==> src/design/ppm_pkg.sv <==
`timescale 1ns / 1ps
// ----------------------------------------------------------------------------
// ppm_pkg: shared types and constants for the polygon perimeter block
// Coordinate width, root unit sizing, edge queue item and back-end states.
// ----------------------------------------------------------------------------
package ppm_pkg;

    localparam int COORD_BITS  = 16;
    localparam int SUM_W       = 48;
    localparam int SQ_W        = 2 * COORD_BITS + 1;
    localparam int RAD_W       = SQ_W + 8 + ((SQ_W + 8) % 2);
    localparam int ROOT_W      = RAD_W / 2;
    localparam int REM_W       = ROOT_W + 1;
    localparam int ITER_W      = $clog2(ROOT_W);
    localparam int IN_TDATA_W  = ((2 * COORD_BITS + 7) / 8) * 8;
    localparam int OUT_TDATA_W = ((SUM_W + 7) / 8) * 8;

    // power of two
    localparam int QUEUE_DEPTH = 4;
    localparam int QPTR_W      = $clog2(QUEUE_DEPTH);
    localparam int QCNT_W      = $clog2(QUEUE_DEPTH + 1);

    typedef struct packed {
        logic [COORD_BITS-1:0] dx;
        logic [COORD_BITS-1:0] dy;
        logic                  close;
    } edge_cmd_t;

    typedef struct packed {
        logic              full;
        logic              empty;
        logic [QCNT_W-1:0] count;
    } queue_status_t;

    typedef enum logic [2:0] {
        BK_IDLE,
        BK_SQUARE,
        BK_LOAD,
        BK_ROOT,
        BK_ACCUM
    } back_state_t;

endpackage

==> src/design/polygon_perimeter.sv <==
`timescale 1ns / 1ps
// ----------------------------------------------------------------------------
// polygon_perimeter: streaming polygon perimeter
// Input channel s_axis: one vertex per item, x and y signed with 4 fractional
// bits, tlast on the closing vertex. Output channel m_axis: one item per
// polygon, the perimeter in 1/256 units and a saturation flag.
// Each vertex after the first becomes one edge; the closing vertex adds the
// edge back to the first vertex. Edges wait in a 4-entry queue and are worked
// one at a time by a shared root unit, each edge in turn through queue pop, square,
// load, 21 root iterations at two radicand bits each, and accumulate.
// Vertices are taken while the queue has room; the result leaves once both
// edges of the closing vertex are worked, later if edges are still queued
// ahead of it.
// Reset clears the vertex state, queue, running sum and the output valid flag.
// A stalled receiver holds the result in the output register; the root unit
// keeps working and only waits when the next result is ready to be stored.
// ----------------------------------------------------------------------------
module polygon_perimeter (
    input  logic                            clk,
    input  logic                            rst_n,
    input  logic                            s_axis_tvalid,
    output logic                            s_axis_tready,
    input  logic [ppm_pkg::IN_TDATA_W-1:0]  s_axis_tdata,   // x_coord, y_coord
    input  logic                            s_axis_tlast,   // last_vertex
    output logic                            m_axis_tvalid,
    input  logic                            m_axis_tready,
    output logic [ppm_pkg::OUT_TDATA_W-1:0] m_axis_tdata,   // perimeter
    output logic [0:0]                      m_axis_tuser    // saturated
);
    import ppm_pkg::*;

    logic          push;
    logic          pop;
    edge_cmd_t     push_cmd;
    edge_cmd_t     pop_cmd;
    queue_status_t q_status;

    ppm_front u_front (
        .clk           (clk),
        .rst_n         (rst_n),
        .s_axis_tvalid (s_axis_tvalid),
        .s_axis_tready (s_axis_tready),
        .s_axis_tdata  (s_axis_tdata),
        .s_axis_tlast  (s_axis_tlast),
        .push          (push),
        .push_cmd      (push_cmd),
        .q_status      (q_status)
    );

    ppm_queue u_queue (
        .clk      (clk),
        .rst_n    (rst_n),
        .push     (push),
        .push_cmd (push_cmd),
        .pop      (pop),
        .pop_cmd  (pop_cmd),
        .q_status (q_status)
    );

    ppm_back u_back (
        .clk           (clk),
        .rst_n         (rst_n),
        .pop           (pop),
        .pop_cmd       (pop_cmd),
        .q_status      (q_status),
        .m_axis_tvalid (m_axis_tvalid),
        .m_axis_tready (m_axis_tready),
        .m_axis_tdata  (m_axis_tdata),
        .m_axis_tuser  (m_axis_tuser)
    );

`ifndef SYNTHESIS
    a_push_not_full: assert property (@(posedge clk) disable iff (!rst_n)
        push |-> !q_status.full)
        else $error("edge queue overflow");

    a_pop_not_empty: assert property (@(posedge clk) disable iff (!rst_n)
        pop |-> !q_status.empty)
        else $error("edge queue underflow");

    a_count_range: assert property (@(posedge clk) disable iff (!rst_n)
        q_status.count <= QCNT_W'(QUEUE_DEPTH))
        else $error("edge queue count out of range");

    a_ready_room: assert property (@(posedge clk) disable iff (!rst_n)
        (s_axis_tvalid && s_axis_tready) |-> !q_status.full)
        else $error("vertex taken with no queue room");
`endif

endmodule

==> src/design/ppm_front.sv <==
`timescale 1ns / 1ps
// ----------------------------------------------------------------------------
// ppm_front: vertex intake
// Keeps first and previous vertex, turns each later vertex into edge queue
// commands (|dx|, |dy|, close). A closing vertex gives two, a lone vertex one.
// ----------------------------------------------------------------------------
module ppm_front (
    input  logic                             clk,
    input  logic                             rst_n,
    input  logic                             s_axis_tvalid,
    output logic                             s_axis_tready,
    input  logic [ppm_pkg::IN_TDATA_W-1:0]   s_axis_tdata,   // x_coord, y_coord
    input  logic                             s_axis_tlast,   // last_vertex
    output logic                             push,
    output ppm_pkg::edge_cmd_t               push_cmd,
    input  ppm_pkg::queue_status_t           q_status
);
    import ppm_pkg::*;

    logic [COORD_BITS-1:0] first_x_reg, first_x_next;
    logic [COORD_BITS-1:0] first_y_reg, first_y_next;
    logic [COORD_BITS-1:0] prev_x_reg, prev_x_next;
    logic [COORD_BITS-1:0] prev_y_reg, prev_y_next;
    logic                  have_first_reg, have_first_next;
    logic                  pend_reg, pend_next;
    edge_cmd_t             pend_cmd_reg, pend_cmd_next;

    logic [COORD_BITS-1:0] x;
    logic [COORD_BITS-1:0] y;
    logic                  accept;
    edge_cmd_t             edge_cmd;
    edge_cmd_t             close_cmd;
    edge_cmd_t             single_cmd;

    function automatic logic [COORD_BITS-1:0] abs_diff(
        input logic [COORD_BITS-1:0] a,
        input logic [COORD_BITS-1:0] b
    );
        logic [COORD_BITS:0] d;
        logic [COORD_BITS:0] m;
        d = {a[COORD_BITS-1], a} - {b[COORD_BITS-1], b};
        m = d[COORD_BITS] ? (~d + 1'b1) : d;
        return m[COORD_BITS-1:0];
    endfunction

    assign x = s_axis_tdata[COORD_BITS-1:0];
    assign y = s_axis_tdata[2*COORD_BITS-1:COORD_BITS];

    assign s_axis_tready = !pend_reg && !q_status.full;
    assign accept        = s_axis_tvalid && s_axis_tready;

    always_comb
    begin
        edge_cmd.dx      = abs_diff(prev_x_reg, x);
        edge_cmd.dy      = abs_diff(prev_y_reg, y);
        edge_cmd.close   = 1'b0;
        close_cmd.dx     = abs_diff(x, first_x_reg);
        close_cmd.dy     = abs_diff(y, first_y_reg);
        close_cmd.close  = 1'b1;
        single_cmd.dx    = '0;
        single_cmd.dy    = '0;
        single_cmd.close = 1'b1;
    end

    always_comb
    begin
        push            = 1'b0;
        push_cmd        = edge_cmd;
        pend_next       = pend_reg;
        pend_cmd_next   = pend_cmd_reg;
        first_x_next    = first_x_reg;
        first_y_next    = first_y_reg;
        prev_x_next     = prev_x_reg;
        prev_y_next     = prev_y_reg;
        have_first_next = have_first_reg;

        if (pend_reg)
        begin
            push     = !q_status.full;
            push_cmd = pend_cmd_reg;
            if (!q_status.full)
            begin
                pend_next = 1'b0;
            end
        end
        else if (accept)
        begin
            if (have_first_reg)
            begin
                push     = 1'b1;
                push_cmd = edge_cmd;
                if (s_axis_tlast)
                begin
                    pend_next     = 1'b1;
                    pend_cmd_next = close_cmd;
                end
            end
            else
            begin
                first_x_next = x;
                first_y_next = y;
                if (s_axis_tlast)
                begin
                    push     = 1'b1;
                    push_cmd = single_cmd;
                end
            end
            prev_x_next     = x;
            prev_y_next     = y;
            have_first_next = !s_axis_tlast;
        end
    end

    always_ff @(posedge clk or negedge rst_n)
    begin
        if (!rst_n)
        begin
            have_first_reg <= 1'b0;
            pend_reg       <= 1'b0;
        end
        else
        begin
            have_first_reg <= have_first_next;
            pend_reg       <= pend_next;
        end
    end

    always_ff @(posedge clk)
    begin
        first_x_reg  <= first_x_next;
        first_y_reg  <= first_y_next;
        prev_x_reg   <= prev_x_next;
        prev_y_reg   <= prev_y_next;
        pend_cmd_reg <= pend_cmd_next;
    end

endmodule

==> src/design/ppm_queue.sv <==
`timescale 1ns / 1ps
// ----------------------------------------------------------------------------
// ppm_queue: edge command queue
// Small first-in first-out buffer between intake and the root unit.
// ----------------------------------------------------------------------------
module ppm_queue (
    input  logic                   clk,
    input  logic                   rst_n,
    input  logic                   push,
    input  ppm_pkg::edge_cmd_t     push_cmd,
    input  logic                   pop,
    output ppm_pkg::edge_cmd_t     pop_cmd,
    output ppm_pkg::queue_status_t q_status
);
    import ppm_pkg::*;

    edge_cmd_t         mem [QUEUE_DEPTH];
    logic [QPTR_W-1:0] wr_ptr_reg, wr_ptr_next;
    logic [QPTR_W-1:0] rd_ptr_reg, rd_ptr_next;
    logic [QCNT_W-1:0] cnt_reg, cnt_next;

    always_comb
    begin
        wr_ptr_next = push ? wr_ptr_reg + 1'b1 : wr_ptr_reg;
        rd_ptr_next = pop ? rd_ptr_reg + 1'b1 : rd_ptr_reg;
        cnt_next    = cnt_reg + QCNT_W'(push) - QCNT_W'(pop);
    end

    assign pop_cmd        = mem[rd_ptr_reg];
    assign q_status.full  = (cnt_reg == QCNT_W'(QUEUE_DEPTH));
    assign q_status.empty = (cnt_reg == '0);
    assign q_status.count = cnt_reg;

    always_ff @(posedge clk or negedge rst_n)
    begin
        if (!rst_n)
        begin
            wr_ptr_reg <= '0;
            rd_ptr_reg <= '0;
            cnt_reg    <= '0;
        end
        else
        begin
            wr_ptr_reg <= wr_ptr_next;
            rd_ptr_reg <= rd_ptr_next;
            cnt_reg    <= cnt_next;
        end
    end

    always_ff @(posedge clk)
    begin
        if (push)
        begin
            mem[wr_ptr_reg] <= push_cmd;
        end
    end

endmodule

==> src/design/ppm_back.sv <==
`timescale 1ns / 1ps
// ----------------------------------------------------------------------------
// ppm_back: edge length and perimeter accumulation
// Squares |dx| and |dy|, takes floor(sqrt(sum << 8)) two radicand bits per
// cycle, adds the length with saturation and emits on a closing edge.
// ----------------------------------------------------------------------------
module ppm_back (
    input  logic                            clk,
    input  logic                            rst_n,
    output logic                            pop,
    input  ppm_pkg::edge_cmd_t              pop_cmd,
    input  ppm_pkg::queue_status_t          q_status,
    output logic                            m_axis_tvalid,
    input  logic                            m_axis_tready,
    output logic [ppm_pkg::OUT_TDATA_W-1:0] m_axis_tdata,   // perimeter
    output logic [0:0]                      m_axis_tuser    // saturated
);
    import ppm_pkg::*;

    back_state_t                 state_reg, state_next;
    edge_cmd_t                   cmd_reg, cmd_next;
    logic [2*COORD_BITS-1:0]     dxsq_reg, dxsq_next;
    logic [2*COORD_BITS-1:0]     dysq_reg, dysq_next;
    logic [RAD_W-1:0]            rad_reg, rad_next;
    logic [REM_W-1:0]            rem_reg, rem_next;
    logic [ROOT_W-1:0]           root_reg, root_next;
    logic [ITER_W-1:0]           iter_reg, iter_next;
    logic [SUM_W-1:0]            sum_reg, sum_next;
    logic                        clip_reg, clip_next;
    logic                        out_valid_reg, out_valid_next;
    logic [SUM_W-1:0]            out_sum_reg, out_sum_next;
    logic                        out_sat_reg, out_sat_next;

    logic [REM_W+1:0]            rem_sh;
    logic [REM_W+1:0]            trial;
    logic                        ge;
    logic [REM_W+1:0]            rem_new;
    logic [SUM_W:0]              sum_wide;
    logic [SUM_W-1:0]            sum_sat;
    logic                        clip_new;

    always_comb
    begin
        rem_sh   = {rem_reg, rad_reg[RAD_W-1 -: 2]};
        trial    = {1'b0, root_reg, 2'b01};
        ge       = (rem_sh >= trial);
        rem_new  = ge ? rem_sh - trial : rem_sh;
        sum_wide = {1'b0, sum_reg} + (SUM_W + 1)'(root_reg);
        sum_sat  = sum_wide[SUM_W] ? {SUM_W{1'b1}} : sum_wide[SUM_W-1:0];
        clip_new = clip_reg | sum_wide[SUM_W];
    end

    always_comb
    begin
        state_next     = state_reg;
        cmd_next       = cmd_reg;
        dxsq_next      = dxsq_reg;
        dysq_next      = dysq_reg;
        rad_next       = rad_reg;
        rem_next       = rem_reg;
        root_next      = root_reg;
        iter_next      = iter_reg;
        sum_next       = sum_reg;
        clip_next      = clip_reg;
        out_sum_next   = out_sum_reg;
        out_sat_next   = out_sat_reg;
        out_valid_next = out_valid_reg && !m_axis_tready;
        pop            = 1'b0;

        unique case (state_reg)
            BK_IDLE:
            begin
                if (!q_status.empty)
                begin
                    pop        = 1'b1;
                    cmd_next   = pop_cmd;
                    state_next = BK_SQUARE;
                end
            end
            BK_SQUARE:
            begin
                dxsq_next  = cmd_reg.dx * cmd_reg.dx;
                dysq_next  = cmd_reg.dy * cmd_reg.dy;
                state_next = BK_LOAD;
            end
            BK_LOAD:
            begin
                rad_next   = RAD_W'({({1'b0, dxsq_reg} + {1'b0, dysq_reg}), 8'b0});
                rem_next   = '0;
                root_next  = '0;
                iter_next  = ITER_W'(ROOT_W - 1);
                state_next = BK_ROOT;
            end
            BK_ROOT:
            begin
                rem_next  = rem_new[REM_W-1:0];
                root_next = {root_reg[ROOT_W-2:0], ge};
                rad_next  = rad_reg << 2;
                iter_next = iter_reg - 1'b1;
                if (iter_reg == '0)
                begin
                    state_next = BK_ACCUM;
                end
            end
            BK_ACCUM:
            begin
                if (!cmd_reg.close)
                begin
                    sum_next   = sum_sat;
                    clip_next  = clip_new;
                    state_next = BK_IDLE;
                end
                else if (!out_valid_reg || m_axis_tready)
                begin
                    out_sum_next   = sum_sat;
                    out_sat_next   = clip_new;
                    out_valid_next = 1'b1;
                    sum_next       = '0;
                    clip_next      = 1'b0;
                    state_next     = BK_IDLE;
                end
            end
            default:
            begin
                state_next = BK_IDLE;
            end
        endcase
    end

    assign m_axis_tvalid   = out_valid_reg;
    assign m_axis_tdata    = OUT_TDATA_W'(out_sum_reg);
    assign m_axis_tuser[0] = out_sat_reg;

    always_ff @(posedge clk or negedge rst_n)
    begin
        if (!rst_n)
        begin
            state_reg     <= BK_IDLE;
            sum_reg       <= '0;
            clip_reg      <= 1'b0;
            out_valid_reg <= 1'b0;
            iter_reg      <= '0;
        end
        else
        begin
            state_reg     <= state_next;
            sum_reg       <= sum_next;
            clip_reg      <= clip_next;
            out_valid_reg <= out_valid_next;
            iter_reg      <= iter_next;
        end
    end

    always_ff @(posedge clk)
    begin
        cmd_reg     <= cmd_next;
        dxsq_reg    <= dxsq_next;
        dysq_reg    <= dysq_next;
        rad_reg     <= rad_next;
        rem_reg     <= rem_next;
        root_reg    <= root_next;
        out_sum_reg <= out_sum_next;
        out_sat_reg <= out_sat_next;
    end

endmodule
==> config.mk <==
export PLATFORM = sky130hd
export DESIGN_NAME = polygon_perimeter
export DESIGN_NICKNAME = d
export VERILOG_FILES = /design/src/design/ppm_pkg.sv /design/src/design/polygon_perimeter.sv /design/src/design/ppm_front.sv /design/src/design/ppm_queue.sv /design/src/design/ppm_back.sv
export SDC_FILE = /design/constraint.sdc
export NUM_CORES = 2
export LEC_CHECK = 0
export ABC_CLOCK_PERIOD_IN_PS = 9460
export BUFFER_PORTS_ARGS = -buffer_cell sky130_fd_sc_hd__buf_4
export CORE_MARGIN = 10
export CORE_UTILIZATION = 65
export DETAILED_ROUTE_END_ITERATION = 8
export PLACE_DENSITY = 0.93
export SYNTH_ARGS = -nofsm -noshare
export SYNTH_HDL_FRONTEND = slang
export SYNTH_HIERARCHICAL = 1
export SYNTH_SLANG_ARGS = --single-unit
export TNS_END_PERCENT = 5
==> constraint.sdc <==
create_clock -name clk -period 9.46 [get_ports clk]
set_input_delay 1.419 -clock clk [delete_from_list [all_inputs] [get_ports clk]]
set_output_delay 1.419 -clock clk [all_outputs]
set_load 0.01 [all_outputs]
==> metrics.md <==
| Metric | Value |
|---|---|
| Status | `completed` |
| Sink Count | `516` |
| Max FFs per register | `132` |
| Netlist area before placement | `about 0.043 mm2` |
| Core Region | `0.0655 mm2` |
| Setup Buffers After CTS | `0` |
| Dpl hpwl | `73000 um` |
| Hold crit path type | `reg -> reg` |
| Ant diodes | `0` |
| Starting Density | `65.3%` |
| Die Y | `277 um` |
| Slew Limit Fails | `0` |
| Fmax | `145 MHz` |
| FF+latch count, synth | `516` |
| Kind of cell adding the most delay to the critical path | `adder cells` |
| IO Port Bufs | `87` |
| Drt total wl | `between 100000 and 150000 um` |
| Final Cycle Share | `roughly 73%` |
| Skew-Pair Late Insertion Delay | `640 ps` |
| Largest net degree at the start of global routing | `85` |
| CTS tree | `yes` |
| Max-Cap Viols | `0` |
| CP Capture Type | `flop` |
| Leak pwr | `20.9 nW` |
| Share of cells above drive strength 1 | `under 10%` |
| Sw Ratio | `about two fifths` |
| Worst Skew | `49.1 ps` |
| Worst VDD drop | `about 0.20 mV` |
| Fill cells | `~4k` |
| Most common cell after layout, fill and taps aside | `inv_1` |
| Total track usage | `a little over a quarter` |
| Sequential area share after synthesis | `35.4%` |
| Relative slew slack | `12.0%` |
| DRC viols | `0` |
| Syn_nets | `4837` |
| Final Util | `between 70% and 80%` |
| Worst Reg-to-Reg Cells | `22` |
| Via-per-instance ratio | `6.28` |
| # H-tree levels | `2` |
| Final hold violations | `0` |
| Die X | `277 um` |
| Pint | `7.46 mW` |
| DRT Pass-1 Iters | `8` |
| Routability cong. | `about 0.94` |
| CP most frequent cell | `inv_1` |
| Routed WL per cell | `20.2 um` |
| CP Depth | `22` |
| Ys Warns | `6` |
| Number of antenna violations at the first check in global routing | `0` |
| CP Launch Type | `flop` |
| Commonest cells after routing, fill and taps aside | `706 x inv_1, 449 x edfxtp_1, 354 x ha_1, 334 x fa_1, 330 x nand2_1` |
| Setup CP Type | `reg -> reg` |
| Post-synth EDFFs | `449` |
| Post-synth cell types | `107` |
| Combinational share of power | `52.6%` |
| Sequential share of power | `around 30%` |
| Net Sw Power | `5.24 mW` |
| Syn avg cell area | `10.4 um2` |
| Critical Path RT | `9830 ps` |
| # hold bufs at CTS | `0` |
| Die ar. | `0.0765 mm2` |
| Delay of the slowest critical-path stage | `800 ps` |
| Clock group share of total power | `approximately 18%` |
| Reg2reg setup slack | `between 2000 and 3000 ps` |
| Vias | `31.8k` |
| WHS | `~510 ps` |
| Min-Delay Path Depth | `1` |
| CP Cell Sequence | `and2_1, inv_1, fa_1, fa_1, inv_1, ha_1, inv_1, fa_1, inv_1, fa_1, inv_1, fa_1, inv_1, ha_1, a21o_1, a2111oi_4, a21boi_2, o31a_2, o211ai_2, a2111o_1, a31oi_1, xnor2_1` |
| Clk slew on worst S/H paths | `roughly 60 ps` |
| TritonCTS Buffers | `53` |
| Clk buf depth | `3` |
| Fraction of registers with async set/reset | `13.0%` |
| I/O pins | `88` |
| PwrDens | `276 mW/mm2` |
| Nets | `4874` |
| Total power | `12.7 mW` |
| CP max stage cell | `edfxtp_1` |
| Rows | `94` |
| Post_cts resized | `0` |
| Final setup viols | `0` |
| Vias in the first global route | `32.9k` |
| Slew at the pin closest to its max-slew limit | `1280 ps` |
| Buf+Inv Stages, Crit Path | `6` |
| WP data arrival | `7270 ps` |
| CTS Root Cell | `clkbuf_16` |
| Fin crit period | `6910 ps` |
| Crit Path Max Fanout | `20` |
| Setup TNS | `0 ps` |
| Synth Flop Type | `edfxtp_1` |
| Grt total ovfl | `0` |
| Layout overhead on the synthesized area | `7.38%` |
| Gate Count Post-Synth | `4112` |
| Unrepaired setup endpoints after global routing | `false` |
| DRT iter0 DRCs | `between 3k and 4k` |
| Final ANT Viol Nets | `0` |
| First-pass GRT wire length | `167000 um` |
[power by group through the flow]
| stage | Clock, mW | Combinational (mW) | Sequential, mW |
|---|---|---|---|
| final | 2.24 | 6.68 | 3.79 |
| after global routing | 2.35 | 7.36 | 3.82 |
| after CTS | 2.26 | 6.57 | 3.78 |
| after detailed placement | 0 | 6.42 | 3.81 |
| after global placement | 0 | 6.12 | 3.77 |
| after floorplan | 0 | 5.03 | 3.70 |
[cell type report]
cell class | count | area, um2 | area share, %
Multi-Input combinational cell | 2764 | 24400 | 53.1
Sequential cell | 516 | 15200 | 33.0
Inverter | 707 | 2650 | 5.78
Clock buffer | 70 | 1420 | 3.09
Tap cell | 864 | 1080 | 2.35
Timing Repair Buffer | 107 | 803 | 1.75
Clock inverter | 30 | 419 | 0.912
[worst paths after layout]
check,startpoint,endpoint
setup / recovery,u_back/cmd_reg[2],u_back/dysq_reg[29]
hold / removal,u_back/sum_reg[16],u_back/sum_reg[16]
setup reg to reg,u_back/cmd_reg[2],u_back/dysq_reg[29]
hold reg to reg,u_back/sum_reg[16],u_back/sum_reg[16]
max in group asynchronous,rst_n,u_queue/rd_ptr_reg[0]
min in group asynchronous,rst_n,u_back/sum_reg[9]
[cells by family after synthesis]
| logic type | count (synthesis) | share of synthesized area [%] |
|---|---|---|
| compound gates | 780 | 12.4 |
| xor+xnor | 228 | 4.67 |
| fa+ha+maj | 688 | 26.0 |
| buf+inv | 832 | 7.64 |
| flops | 516 | 35.4 |
| mux | 50 | 2.21 |
| simple gates | 1018 | 11.6 |
[cell usage after synthesis (84+ instances only)]
library cell / count / area share [%]
inv_1: 707 / 6.2
o21ai_0: 127 / 1.5
and2_1: 99 / 1.4
clkbuf_1: 85 / 0.75
edfxtp_1: 449 / 32
nor2_1: 229 / 2.0
fa_1: 334 / 16
nand2_1: 331 / 2.9
a21oi_1: 190 / 2.2
xnor2_1: 144 / 2.9
ha_1: 354 / 10
xor2_1: 84 / 1.7
[through the flow]
stage / std cells / area [um2] / setup WS (ps)
after CTS: 5058 / 45900 / 2710
after global routing: 5058 / 45900 / 2370
after global placement: 4958 / 44100 / 2930
after detailed placement: 4958 / 44100 / 2720
final: 5058 / 45900 / 2550
after floorplan: 4112 / 42800 / 3230
[metal layers]
layer  wire length [um]  part of all wire (%)  GRT usage (%)  up-vias
met2              51800                    51           46.8     1903
met1              36700                    36           30.8    15300
met3               7850                   7.7           3.94      457
met5                  0                     0              0        -
li1                   -                     -              -    14200
met4               5700                   5.6           13.2        0
Note: power is estimated with default switching activity, not from simulation.
